===== src/rtl/core/rpcrm_pkg.sv =====
// Shared types and constants for the RPC record-mark deframer and reply matcher.
package rpcrm_pkg;

    localparam int PENDING_SLOTS_DEF = 16;

    localparam logic [1:0] KIND_BYTE     = 2'd0;
    localparam logic [1:0] KIND_REGISTER = 2'd1;
    localparam logic [1:0] KIND_WITHDRAW = 2'd2;

    localparam logic [30:0] FRAG_LEN_MASK = 31'h7fffffff;

    typedef enum logic [3:0] {
        EV_CONSUMED   = 4'd0,
        EV_MATCHED    = 4'd1,
        EV_UNMATCHED  = 4'd2,
        EV_CALL_ON    = 4'd3,
        EV_CALL_DROP  = 4'd4,
        EV_CORRUPT    = 4'd5,
        EV_REGISTERED = 4'd6,
        EV_FULL       = 4'd7,
        EV_WITHDRAWN  = 4'd8,
        EV_NOT_FOUND  = 4'd9,
        EV_REFUSED    = 4'd10
    } event_t;

    typedef enum logic [1:0] {
        ST_IDLE,
        ST_FREE,
        ST_READ,
        ST_CMP
    } state_t;

endpackage


===== src/rtl/core/rpc_record_mark_reply_matcher_unit.sv =====
// Stream bytes, calls, corrupt records and refused beats reach the output the next cycle.
// Registration scans the valid bits, one slot per cycle.
// Reply match and withdraw scan the id memory through its registered read port, reading a
// slot in ST_READ and comparing it in ST_CMP; one beat is in flight at a time.
// Reset clears the framing state, all pending valid bits and the broken-link flag at once;
// the id memory is not cleared and is only read behind its valid bit.
module rpc_record_mark_reply_matcher_unit #(
    parameter int PENDING_SLOTS = rpcrm_pkg::PENDING_SLOTS_DEF
) (
    input  logic        clk,
    input  logic        rst_n,
    input  logic        cfg_write,
    input  logic        cfg_data,
    input  logic        in_valid,
    output logic        in_stall,
    input  logic [1:0]  kind,
    input  logic [7:0]  data_byte,
    input  logic [31:0] request_id,
    output logic        out_valid,
    input  logic        out_stall,
    output logic [3:0]  event_res,
    output logic        byte_valid,
    output logic [7:0]  out_byte,
    output logic        record_last,
    output logic [31:0] reply_id,
    output logic [3:0]  slot
);
    import rpcrm_pkg::*;

    localparam int IDX_W = (PENDING_SLOTS > 1) ? $clog2(PENDING_SLOTS) : 1;
    localparam logic [IDX_W-1:0] LAST_IDX = IDX_W'(PENDING_SLOTS - 1);

    state_t state_reg, state_next;

    logic                     backchannel_reg;
    logic [1:0]               mark_cnt_reg, mark_cnt_next;
    logic [23:0]              mark_shift_reg, mark_shift_next;
    logic [30:0]              bytes_left_reg, bytes_left_next;
    logic                     final_frag_reg, final_frag_next;
    logic [3:0]               rec_cnt_reg, rec_cnt_next;
    logic [31:0]              record_id_reg, record_id_next;
    logic                     dir_nz_reg, dir_nz_next;
    logic                     broken_reg, broken_next;
    logic [PENDING_SLOTS-1:0] pvalid_reg, pvalid_next;
    logic [IDX_W-1:0]         scan_idx_reg, scan_idx_next;
    logic [31:0]              key_reg, key_next;
    logic                     is_reply_reg, is_reply_next;

    logic                     out_valid_reg, out_valid_next;
    event_t                   event_reg, event_next;
    logic                     byte_valid_reg, byte_valid_next;
    logic [7:0]               out_byte_reg, out_byte_next;
    logic                     record_last_reg, record_last_next;
    logic [31:0]              reply_id_reg, reply_id_next;
    logic [3:0]               slot_reg, slot_next;

    logic [31:0]              id_mem [PENDING_SLOTS];
    logic [31:0]              rd_data_reg;
    logic                     mem_we;

    logic                     accept;
    logic                     rec_end;
    logic                     rec_short;
    logic                     dir_nz_new;
    logic [31:0]              rec_id_new;
    logic [31:0]              mark_full;
    logic                     free_hit;
    logic                     cmp_hit;
    logic                     scan_last;
    logic [IDX_W+3:0]         slot_ext;

    assign in_stall  = !((state_reg == ST_IDLE) && (!out_valid_reg || !out_stall));
    assign accept    = in_valid && !in_stall;

    assign mark_full  = {mark_shift_reg, data_byte};
    assign rec_end    = (bytes_left_reg == 31'd1) && final_frag_reg;
    assign rec_short  = (rec_cnt_reg < 4'd7);
    assign rec_id_new = (rec_cnt_reg < 4'd4) ? {record_id_reg[23:0], data_byte}
                                             : record_id_reg;
    assign dir_nz_new = dir_nz_reg ||
                        ((rec_cnt_reg >= 4'd4) && (rec_cnt_reg < 4'd8) && (data_byte != 8'd0));

    assign free_hit  = !pvalid_reg[scan_idx_reg];
    assign cmp_hit   = pvalid_reg[scan_idx_reg] && (rd_data_reg == key_reg);
    assign scan_last = (scan_idx_reg == LAST_IDX);
    assign slot_ext  = {4'd0, scan_idx_reg};
    assign mem_we    = (state_reg == ST_FREE) && free_hit;

    // Sequencer next state.
    always_comb
    begin
        state_next = state_reg;
        unique case (state_reg)
            ST_IDLE:
            begin
                if (accept && !broken_reg)
                begin
                    if (kind == KIND_REGISTER)
                    begin
                        state_next = ST_FREE;
                    end
                    else if (kind == KIND_WITHDRAW)
                    begin
                        state_next = ST_READ;
                    end
                    else if ((kind == KIND_BYTE) && (bytes_left_reg != 31'd0) && rec_end &&
                             !rec_short && dir_nz_new)
                    begin
                        state_next = ST_READ;
                    end
                end
            end
            ST_FREE:
            begin
                if (free_hit || scan_last)
                begin
                    state_next = ST_IDLE;
                end
            end
            ST_READ:
            begin
                state_next = ST_CMP;
            end
            ST_CMP:
            begin
                if (cmp_hit || scan_last)
                begin
                    state_next = ST_IDLE;
                end
                else
                begin
                    state_next = ST_READ;
                end
            end
            default:
            begin
                state_next = ST_IDLE;
            end
        endcase
    end

    // Datapath and result register updates.
    always_comb
    begin
        mark_cnt_next    = mark_cnt_reg;
        mark_shift_next  = mark_shift_reg;
        bytes_left_next  = bytes_left_reg;
        final_frag_next  = final_frag_reg;
        rec_cnt_next     = rec_cnt_reg;
        record_id_next   = record_id_reg;
        dir_nz_next      = dir_nz_reg;
        broken_next      = broken_reg;
        pvalid_next      = pvalid_reg;
        scan_idx_next    = scan_idx_reg;
        key_next         = key_reg;
        is_reply_next    = is_reply_reg;
        out_valid_next   = out_valid_reg && out_stall;
        event_next       = event_reg;
        byte_valid_next  = byte_valid_reg;
        out_byte_next    = out_byte_reg;
        record_last_next = record_last_reg;
        reply_id_next    = reply_id_reg;
        slot_next        = slot_reg;

        unique case (state_reg)
            ST_IDLE:
            begin
                if (accept)
                begin
                    event_next       = EV_CONSUMED;
                    byte_valid_next  = 1'b0;
                    out_byte_next    = 8'd0;
                    record_last_next = 1'b0;
                    reply_id_next    = 32'd0;
                    slot_next        = 4'd0;
                    out_valid_next   = 1'b1;
                    scan_idx_next    = '0;
                    if (broken_reg)
                    begin
                        event_next = EV_REFUSED;
                    end
                    else if (kind == KIND_BYTE)
                    begin
                        if (bytes_left_reg == 31'd0)
                        begin
                            if (mark_cnt_reg == 2'd3)
                            begin
                                bytes_left_next = mark_full[30:0] & FRAG_LEN_MASK;
                                final_frag_next = mark_full[31];
                                mark_cnt_next   = 2'd0;
                                mark_shift_next = 24'd0;
                            end
                            else
                            begin
                                mark_cnt_next   = mark_cnt_reg + 2'd1;
                                mark_shift_next = {mark_shift_reg[15:0], data_byte};
                            end
                        end
                        else
                        begin
                            byte_valid_next = 1'b1;
                            out_byte_next   = data_byte;
                            bytes_left_next = bytes_left_reg - 31'd1;
                            record_id_next  = rec_id_new;
                            dir_nz_next     = dir_nz_new;
                            if (rec_cnt_reg < 4'd8)
                            begin
                                rec_cnt_next = rec_cnt_reg + 4'd1;
                            end
                            if (rec_end)
                            begin
                                record_last_next = 1'b1;
                                rec_cnt_next     = 4'd0;
                                record_id_next   = 32'd0;
                                dir_nz_next      = 1'b0;
                                if (rec_short)
                                begin
                                    event_next  = EV_CORRUPT;
                                    broken_next = 1'b1;
                                    pvalid_next = '0;
                                end
                                else
                                begin
                                    reply_id_next = rec_id_new;
                                    if (!dir_nz_new)
                                    begin
                                        event_next = backchannel_reg ? EV_CALL_ON
                                                                     : EV_CALL_DROP;
                                    end
                                    else
                                    begin
                                        key_next       = rec_id_new;
                                        is_reply_next  = 1'b1;
                                        out_valid_next = 1'b0;
                                    end
                                end
                            end
                        end
                    end
                    else if (kind == KIND_REGISTER)
                    begin
                        key_next       = request_id;
                        out_valid_next = 1'b0;
                    end
                    else if (kind == KIND_WITHDRAW)
                    begin
                        key_next       = request_id;
                        is_reply_next  = 1'b0;
                        out_valid_next = 1'b0;
                    end
                end
            end
            ST_FREE:
            begin
                if (free_hit)
                begin
                    pvalid_next[scan_idx_reg] = 1'b1;
                    event_next     = EV_REGISTERED;
                    slot_next      = slot_ext[3:0];
                    out_valid_next = 1'b1;
                end
                else if (scan_last)
                begin
                    event_next     = EV_FULL;
                    out_valid_next = 1'b1;
                end
                else
                begin
                    scan_idx_next = scan_idx_reg + IDX_W'(1);
                end
            end
            ST_READ:
            begin
                scan_idx_next = scan_idx_reg;
            end
            ST_CMP:
            begin
                if (cmp_hit)
                begin
                    pvalid_next[scan_idx_reg] = 1'b0;
                    event_next     = is_reply_reg ? EV_MATCHED : EV_WITHDRAWN;
                    slot_next      = slot_ext[3:0];
                    out_valid_next = 1'b1;
                end
                else if (scan_last)
                begin
                    event_next     = is_reply_reg ? EV_UNMATCHED : EV_NOT_FOUND;
                    out_valid_next = 1'b1;
                end
                else
                begin
                    scan_idx_next = scan_idx_reg + IDX_W'(1);
                end
            end
            default:
            begin
                out_valid_next = 1'b0;
            end
        endcase
    end

    always_ff @(posedge clk or negedge rst_n)
    begin
        if (!rst_n)
        begin
            state_reg       <= ST_IDLE;
            backchannel_reg <= 1'b0;
            mark_cnt_reg    <= 2'd0;
            mark_shift_reg  <= 24'd0;
            bytes_left_reg  <= 31'd0;
            final_frag_reg  <= 1'b0;
            rec_cnt_reg     <= 4'd0;
            record_id_reg   <= 32'd0;
            dir_nz_reg      <= 1'b0;
            broken_reg      <= 1'b0;
            pvalid_reg      <= '0;
            scan_idx_reg    <= '0;
            is_reply_reg    <= 1'b0;
            out_valid_reg   <= 1'b0;
        end
        else
        begin
            state_reg <= state_next;
            if (cfg_write)
            begin
                backchannel_reg <= cfg_data;
            end
            mark_cnt_reg   <= mark_cnt_next;
            mark_shift_reg <= mark_shift_next;
            bytes_left_reg <= bytes_left_next;
            final_frag_reg <= final_frag_next;
            rec_cnt_reg    <= rec_cnt_next;
            record_id_reg  <= record_id_next;
            dir_nz_reg     <= dir_nz_next;
            broken_reg     <= broken_next;
            pvalid_reg     <= pvalid_next;
            scan_idx_reg   <= scan_idx_next;
            is_reply_reg   <= is_reply_next;
            out_valid_reg  <= out_valid_next;
        end
    end

    always_ff @(posedge clk)
    begin
        key_reg          <= key_next;
        event_reg        <= event_next;
        byte_valid_reg   <= byte_valid_next;
        out_byte_reg     <= out_byte_next;
        record_last_reg  <= record_last_next;
        reply_id_reg     <= reply_id_next;
        slot_reg         <= slot_next;
    end

    // Pending id store: one write port, one registered read port.
    always_ff @(posedge clk)
    begin
        if (mem_we)
        begin
            id_mem[scan_idx_reg] <= key_reg;
        end
        rd_data_reg <= id_mem[scan_idx_reg];
    end

    assign out_valid   = out_valid_reg;
    assign event_res   = event_reg;
    assign byte_valid  = byte_valid_reg;
    assign out_byte    = out_byte_reg;
    assign record_last = record_last_reg;
    assign reply_id    = reply_id_reg;
    assign slot        = slot_reg;

endmodule


===== config.mk =====
export PLATFORM = sky130hd
export DESIGN_NAME = rpc_record_mark_reply_matcher_unit
export DESIGN_NICKNAME = d
export VERILOG_FILES = /design/src/rtl/core/rpcrm_pkg.sv /design/src/rtl/core/rpc_record_mark_reply_matcher_unit.sv
export SDC_FILE = /design/constraint.sdc
export NUM_CORES = 1
export LEC_CHECK = 0
export ABC_AREA = 1
export BUFFER_PORTS_ARGS = -buffer_cell sky130_fd_sc_hd__buf_4
export CAP_MARGIN = 40
export CORE_MARGIN = 3
export CORE_UTILIZATION = 35
export CTS_CLUSTER_DIAMETER = 40
export CTS_CLUSTER_SIZE = 12
export DETAILED_ROUTE_END_ITERATION = 8
export GPL_ROUTABILITY_DRIVEN = 0
export SLEW_MARGIN = 20
export SYNTH_ARGS = -nofsm -noshare
export SYNTH_HDL_FRONTEND = slang
export SYNTH_SLANG_ARGS = --single-unit

===== constraint.sdc =====
create_clock -name clk -period 3.74 [get_ports clk]
set_input_delay 0.374 -clock clk [delete_from_list [all_inputs] [get_ports clk]]
set_output_delay 0.374 -clock clk [all_outputs]
set_load 0.1 [all_outputs]

* After elaboration in Yosys (flattened, before gate mapping)
Memory sizes are Yosys's and may differ from the RTL's. A register that Yosys moved wholly into a read port is not among the register bits.
Cells that the tools add are included.
** Cells by class
- Muxes and demuxes :: 88
- Equal/unequal tests :: 30
- Bitwise operators :: 8
- Reduce and logical (&&, ||, !) cells :: 49
- Order comparisons :: 6
- Add/subtract/negate cells :: 4
** Operator list (count)
- two-way mux 32 bit :: 9
- two-way mux 16 bit :: 8
- two-way mux 4 bit :: 16
- two-way mux 31 bit :: 2
- one-hot mux 16 bit (3 select lines) :: 1
- one-hot mux 4 bit (3 select lines) :: 3
- equality test 32 bit :: 1
- equality test 31 x 1 -> 1 bit (second input constant) :: 1
- logical NOT 31 bit :: 1
- two-way mux 1 bit :: 31
- nonzero test 31 bit :: 1
- subtractor 31 x 1 -> 31 bit (second input constant) :: 1
- != test 2 bit (second input constant) :: 14
- two-way mux 24 bit :: 1
- two-way mux 3 bit :: 6
- AND reduction 9 bit :: 2
- bitwise AND 16 bit :: 1
- NOT 16 bit :: 1
- OR 16 bit :: 1
- AND reduction 5 bit :: 3
- logical AND 1 bit :: 14
- two-way mux 2 bit :: 7
- AND reduction 4 bit :: 3
- AND reduction 6 bit :: 2
- 30 further kinds :: 55
** Storage, ports and cells
- Bits in writable memories :: 512
- Register bits :: 203
- Output and inout port bits :: 52
- Input bits :: 48
- Memories kept :: 1
** Memory list
- id_mem :: depth 16, width 32, read ports 1, clocked after memory_dff 1, write ports 1, line rpc_record_mark_reply_matcher_unit.sv:57 : logic [31:0] id_mem [PENDING_SLOTS];

* Longest topological paths before layout
- Depth in word-level cells :: 12
- Gate-level depth with buffers :: 16
- Depth with buffers taken out :: 15

* Least setup slack after synthesis
No wires, ideal clock.
- Kind :: reg-to-reg
- From :: register out_valid_reg (netlist: out_valid)
- To :: register key_reg[0] (enable)
- Path slack :: -0.304 ns
- Arrival time :: 3.583 ns
- Library setup time :: 0.461 ns
- Period minus slack after synthesis :: 4.044 ns
- Data required time :: 3.279 ns
- Buffers on the path :: 0
- Stages on the path, launching flop included :: 6
- Cells stage by stage :: dfrtp_1 nand2_1 nand3_1 nor2_1 nand2_1 nor3_1
** Between the ends
- Longest elaborated chain between the ends :: 5
** RTL lines
- from (decl) :: line rpc_record_mark_reply_matcher_unit.sv:49 : logic out_valid_reg, out_valid_next;
- from (signal assigned) :: line rpc_record_mark_reply_matcher_unit.sv:339 : out_valid_reg <= out_valid_next;
- logical NOT 1 bit :: line rpc_record_mark_reply_matcher_unit.sv:72 : assign in_stall = !((state_reg == ST_IDLE) && (!out_valid_reg || !out_stall));
- logical OR 1 bit :: line rpc_record_mark_reply_matcher_unit.sv:72
- logical AND 1 bit :: line rpc_record_mark_reply_matcher_unit.sv:72
- logical AND 1 bit :: line rpc_record_mark_reply_matcher_unit.sv:73 : assign accept = in_valid && !in_stall;
- AND reduction 8 bit (no line)
- to (signal assigned) :: line rpc_record_mark_reply_matcher_unit.sv:345 : key_reg <= key_next;
- to (decl) :: line rpc_record_mark_reply_matcher_unit.sv:46 : logic [31:0] key_reg, key_next;
Every way passes these cells.
A chain may end at the register's enable or synchronous reset.

* Worst setup path after layout
- From :: register scan_idx_reg[0]
- To :: memory id_mem[4][7] (enable)
** Between the ends
- Longest elaborated chain between the ends :: 6
** RTL lines
- from (decl) :: line rpc_record_mark_reply_matcher_unit.sv:45 : logic [IDX_W-1:0] scan_idx_reg, scan_idx_next;
- from (signal assigned) :: line rpc_record_mark_reply_matcher_unit.sv:337 : scan_idx_reg <= scan_idx_next;
- binary-select mux 1 bit (select 4 bit) :: line rpc_record_mark_reply_matcher_unit.sv:83 : assign free_hit = !pvalid_reg[scan_idx_reg];
- two-way mux 1 bit (not written as such) :: line rpc_record_mark_reply_matcher_unit.sv:83
- logical NOT 1 bit :: line rpc_record_mark_reply_matcher_unit.sv:83
- logical AND 1 bit :: line rpc_record_mark_reply_matcher_unit.sv:87 : assign mem_we = (state_reg == ST_FREE) && free_hit;
- two-way mux 1 bit :: line rpc_record_mark_reply_matcher_unit.sv:357 : if (mem_we)
- two-way mux 1 bit (not written as such) :: line rpc_record_mark_reply_matcher_unit.sv:359 : id_mem[scan_idx_reg] <= key_reg;
- to (decl) :: line rpc_record_mark_reply_matcher_unit.sv:57
Parallel ways exist; a longest one is shown, timed or not. The select of a mux whose other input is x is not followed.

==> reports/qor.csv <==
metric,value,unit
status,"complete, no violations",
total power,19.1,mW
"top cells by area, synth","edfxtp_1 58%, dfrtp_1 9.9%, o21ai_0 5.9%, nor2_1 5.1%, nand2_1 4.8%",
Combinational Power Share,2.2,%
io pins,100,
post-route cell area,36700,um^2
area share of the largest cell type after synthesis,58.1,%
Async SR Flop Fraction,16.2,%
Final Max Tran Viols,0,
Pwr Density,521,nW/um^2
Max Cap Violations,0,
DRT Pass-1 Iters,5,
R2R cell count,6,
Crit path required time,4060,ps
fin nets,2856,
arrival time worst endpoint,3350,ps
crit path kind,reg2reg,
post-CTS setup buffer count,0,
Hold Path End,key_reg[22],
die height,302,um
hold wc startpoint,request_id[22],
period utilization,80.9,%
clock sinks,747,
H-tree Lvls,3,
initial detailed-routing violation count,1686,
drt drc,0,
Synth Cell Area,30700,um^2
GRT Total Usage,17.9,%
RSZ-0062 raised after global routing,false,
CP Capture Type,flop,
CP Max Fanout,168,
Die Area,91400,um^2
Clock power frac,51.2,%
Leak,13.4,nW
Num CTS Buffers,96,
min cycle time layout,3030,ps
sequential share of power,46.6,%
Slew @ Worst Pin,830,ps
Largest Register,id_mem,
"Core Util, Final",42.3,%
Die X,302,um
number of flops mapped to enable cells by yosys,594,
ANT nets after route,0,
first-pass GRT wire length,126000,um
WHS Path Cells,3,
"Seq/Total Area, Yosys",70.0,%
"Cell Area, Placed",33200,um^2
placed cell count,3844,
final hold slack,29.1,ps
Layout fillers,8044,
TritonCTS clock tree,done,
vias per inst,5.23,
vias in the first global route,20525,
initial antenna violation count,1,
register-to-register path setup slack,710,ps
worst min path class,in2reg,
"Clk Latency, worst-skew pair",640,ps
fraction of layout cells with a size suffix above 1,13.3,%
Clock Tree Root,clkbuf_16,
CP cell instances,inv_6 > buf_12 > ha_1 > nand2_1 > nor2_4 > buf_12,
clk buf depth,3,
pre-CTS WS,701,ps
Worst setup SP type,flop,
Yosys Warn Count,0,
area of the multi-input gates,8290,um^2
Area growth syn-to-layout,19.5,%
reg2reg end,id_mem[4][7],
reg2reg start,scan_idx_reg[0],
Max Fclk,0.331,GHz
register area,21500,um^2
CP peak stage delay,690,ps
Synth Flop Type,edfxtp_1,
Largest register FFs,512,
diode count,0,
net load switching power,3.91,mW
post-route setup TNS,0,ps
Crit path top cell by count,buf_12,
Worst-path clk slew,60,ps
worst vdd ir,0.000419,V
port bufs,99,
core area,86900,um^2
Final HPWL DP,47000,um
switching share of power,20.4,%
largest net degree at the start of global routing,169,
crit path max-delay cell type,dfrtp_4,
row count,108,
Starting Density,35.4,%
Syn Area/Cell,11.5,um^2
DR vias,21083,
post-synth cell types,44,
Final Hold Fails,0,
Mapped Cells,2672,
Slew HR,44.6,%
post-route setup slack,715,ps
Yosys top cell by area,edfxtp_1,
total global routing overflow,0,
final WL,82700,um
wire per inst,20.5,um
Layout Cells excl Fill,4029,
Post-Syn Nets,2734,
skew final,45.2,ps
setup violators final,0,
"flops & latches, synth",747,
Pint,15.2,mW
[Yosys cell counts, drive strengths merged (2+ instances only)]
cell and instances:
dfxtp 32, o21ai 367, o211ai 10, clkinv 2
mux2i 23, a22o 2, nand4 58, nor2 431
o22ai 157, nor4 2, xnor2 10, and2 2
a31oi 2, dfrtp 121, a211oi 13, buf 29
o31ai 32, edfxtp 594, ha 14, xor2 35
clkbuf 123, inv 127, nand3 37, nand2 396
a21oi 25, nor3 22
[worst max path at each step]
stage                          from             to  slack, ps  cells past startpoint
floorplan           scan_idx_reg[1]   id_mem[4][0]        470                      7
global placement    scan_idx_reg[0]  id_mem[4][13]        760                      6
detailed placement  scan_idx_reg[0]  id_mem[4][13]        700                      6
CTS                 scan_idx_reg[0]   id_mem[4][9]        690                      6
global route        scan_idx_reg[0]   id_mem[4][9]        530                      6
finish              scan_idx_reg[0]   id_mem[4][7]        710                      6
[layout by cell type (no fill, tap or decap), drive strengths merged, types with 2 or more instances in the layout]
| cell | synthesis | final |
|---|---|---|
| inv | 127 | 130 |
| a31oi | 2 | 2 |
| nand2 | 396 | 396 |
| nor2 | 431 | 431 |
| a22o | 2 | 2 |
| mux2i | 23 | 23 |
| nand3 | 37 | 37 |
| nor4 | 2 | 2 |
| nand4 | 58 | 58 |
| xnor2 | 10 | 10 |
| a211oi | 13 | 13 |
| buf | 29 | 170 |
| nor3 | 22 | 22 |
| o31ai | 32 | 32 |
| xor2 | 35 | 35 |
| dfxtp | 32 | 32 |
| clkinv | 2 | 29 |
| and2 | 2 | 2 |
| a21oi | 25 | 25 |
| o211ai | 10 | 10 |
| o21ai | 367 | 367 |
| clkinvlp | 0 | 7 |
| clkbuf | 123 | 123 |
| edfxtp | 594 | 594 |
| o22ai | 157 | 157 |
| ha | 14 | 14 |
| bufinv | 0 | 18 |
| dfrtp | 121 | 121 |
| dlygate4sd3 | 0 | 6 |
[worst max-delay path: cells and delay by family, from the launching register on]
family	cells	cell delay, ps
flip-flops	1	690
AND/OR/NAND/NOR	2	620
buffers and inverters	3	940
adder cells (fa/ha/maj)	1	370
[kinds of logic after synthesis]
kind of cell             count (synthesis)  synth area share, %
XOR/XNOR                                45                 1.28
multiplexers                            23                0.749
AO/OA/AOI/OAI                          614                 11.2
AND/OR/NAND/NOR                        948                 12.6
buffers and inverters                  281                 3.58
adder cells (fa/ha/maj)                 14                0.570
flip-flops                             747                 70.0
[layer usage]
metal / up-vias / wire [um] / GRT usage [%]
li1: 9764 / - / -
met1: 10453 / 36200 / 25.0
met2: 718 / 38900 / 29.0
met3: 146 / 5600 / 2.81
met4: 2 / 1980 / 5.41
met5: - / 13 / 0
[final cells by class]
cell class	instances	area share [%]
clock buffers	123	7.15
clock inverters	55	2.26
inverters	129	1.34
multi-input cells	1644	22.6
flip-flops and latches	747	58.6
well taps	1155	3.93
repair buffers	176	4.19
[power by group through the flow]
| stage | Clock, mW | Sequential (mW) | Combinational (mW) |
|---|---|---|---|
| 3_5_place_dp | 0 | 9.09 | 0.421 |
| 2_1_floorplan | 0 | 9.27 | 0.0671 |
| 5_1_grt | 10.3 | 8.92 | 0.444 |
| 6_report | 9.79 | 8.92 | 0.425 |
| 3_3_place_gp | 0 | 9.09 | 0.421 |
| 4_1_cts | 9.93 | 8.92 | 0.428 |
[what timing repair did]
| action | in CTS | in global routing |
|---|---|---|
| gates resized for setup | 0 | 0 |
| hold buffers | 6 | 0 |
| setup endpoints to repair | 0 | 0 |
| hold endpoints to repair | 42 | 0 |
Note: power is estimated with default switching activity, not from simulation.
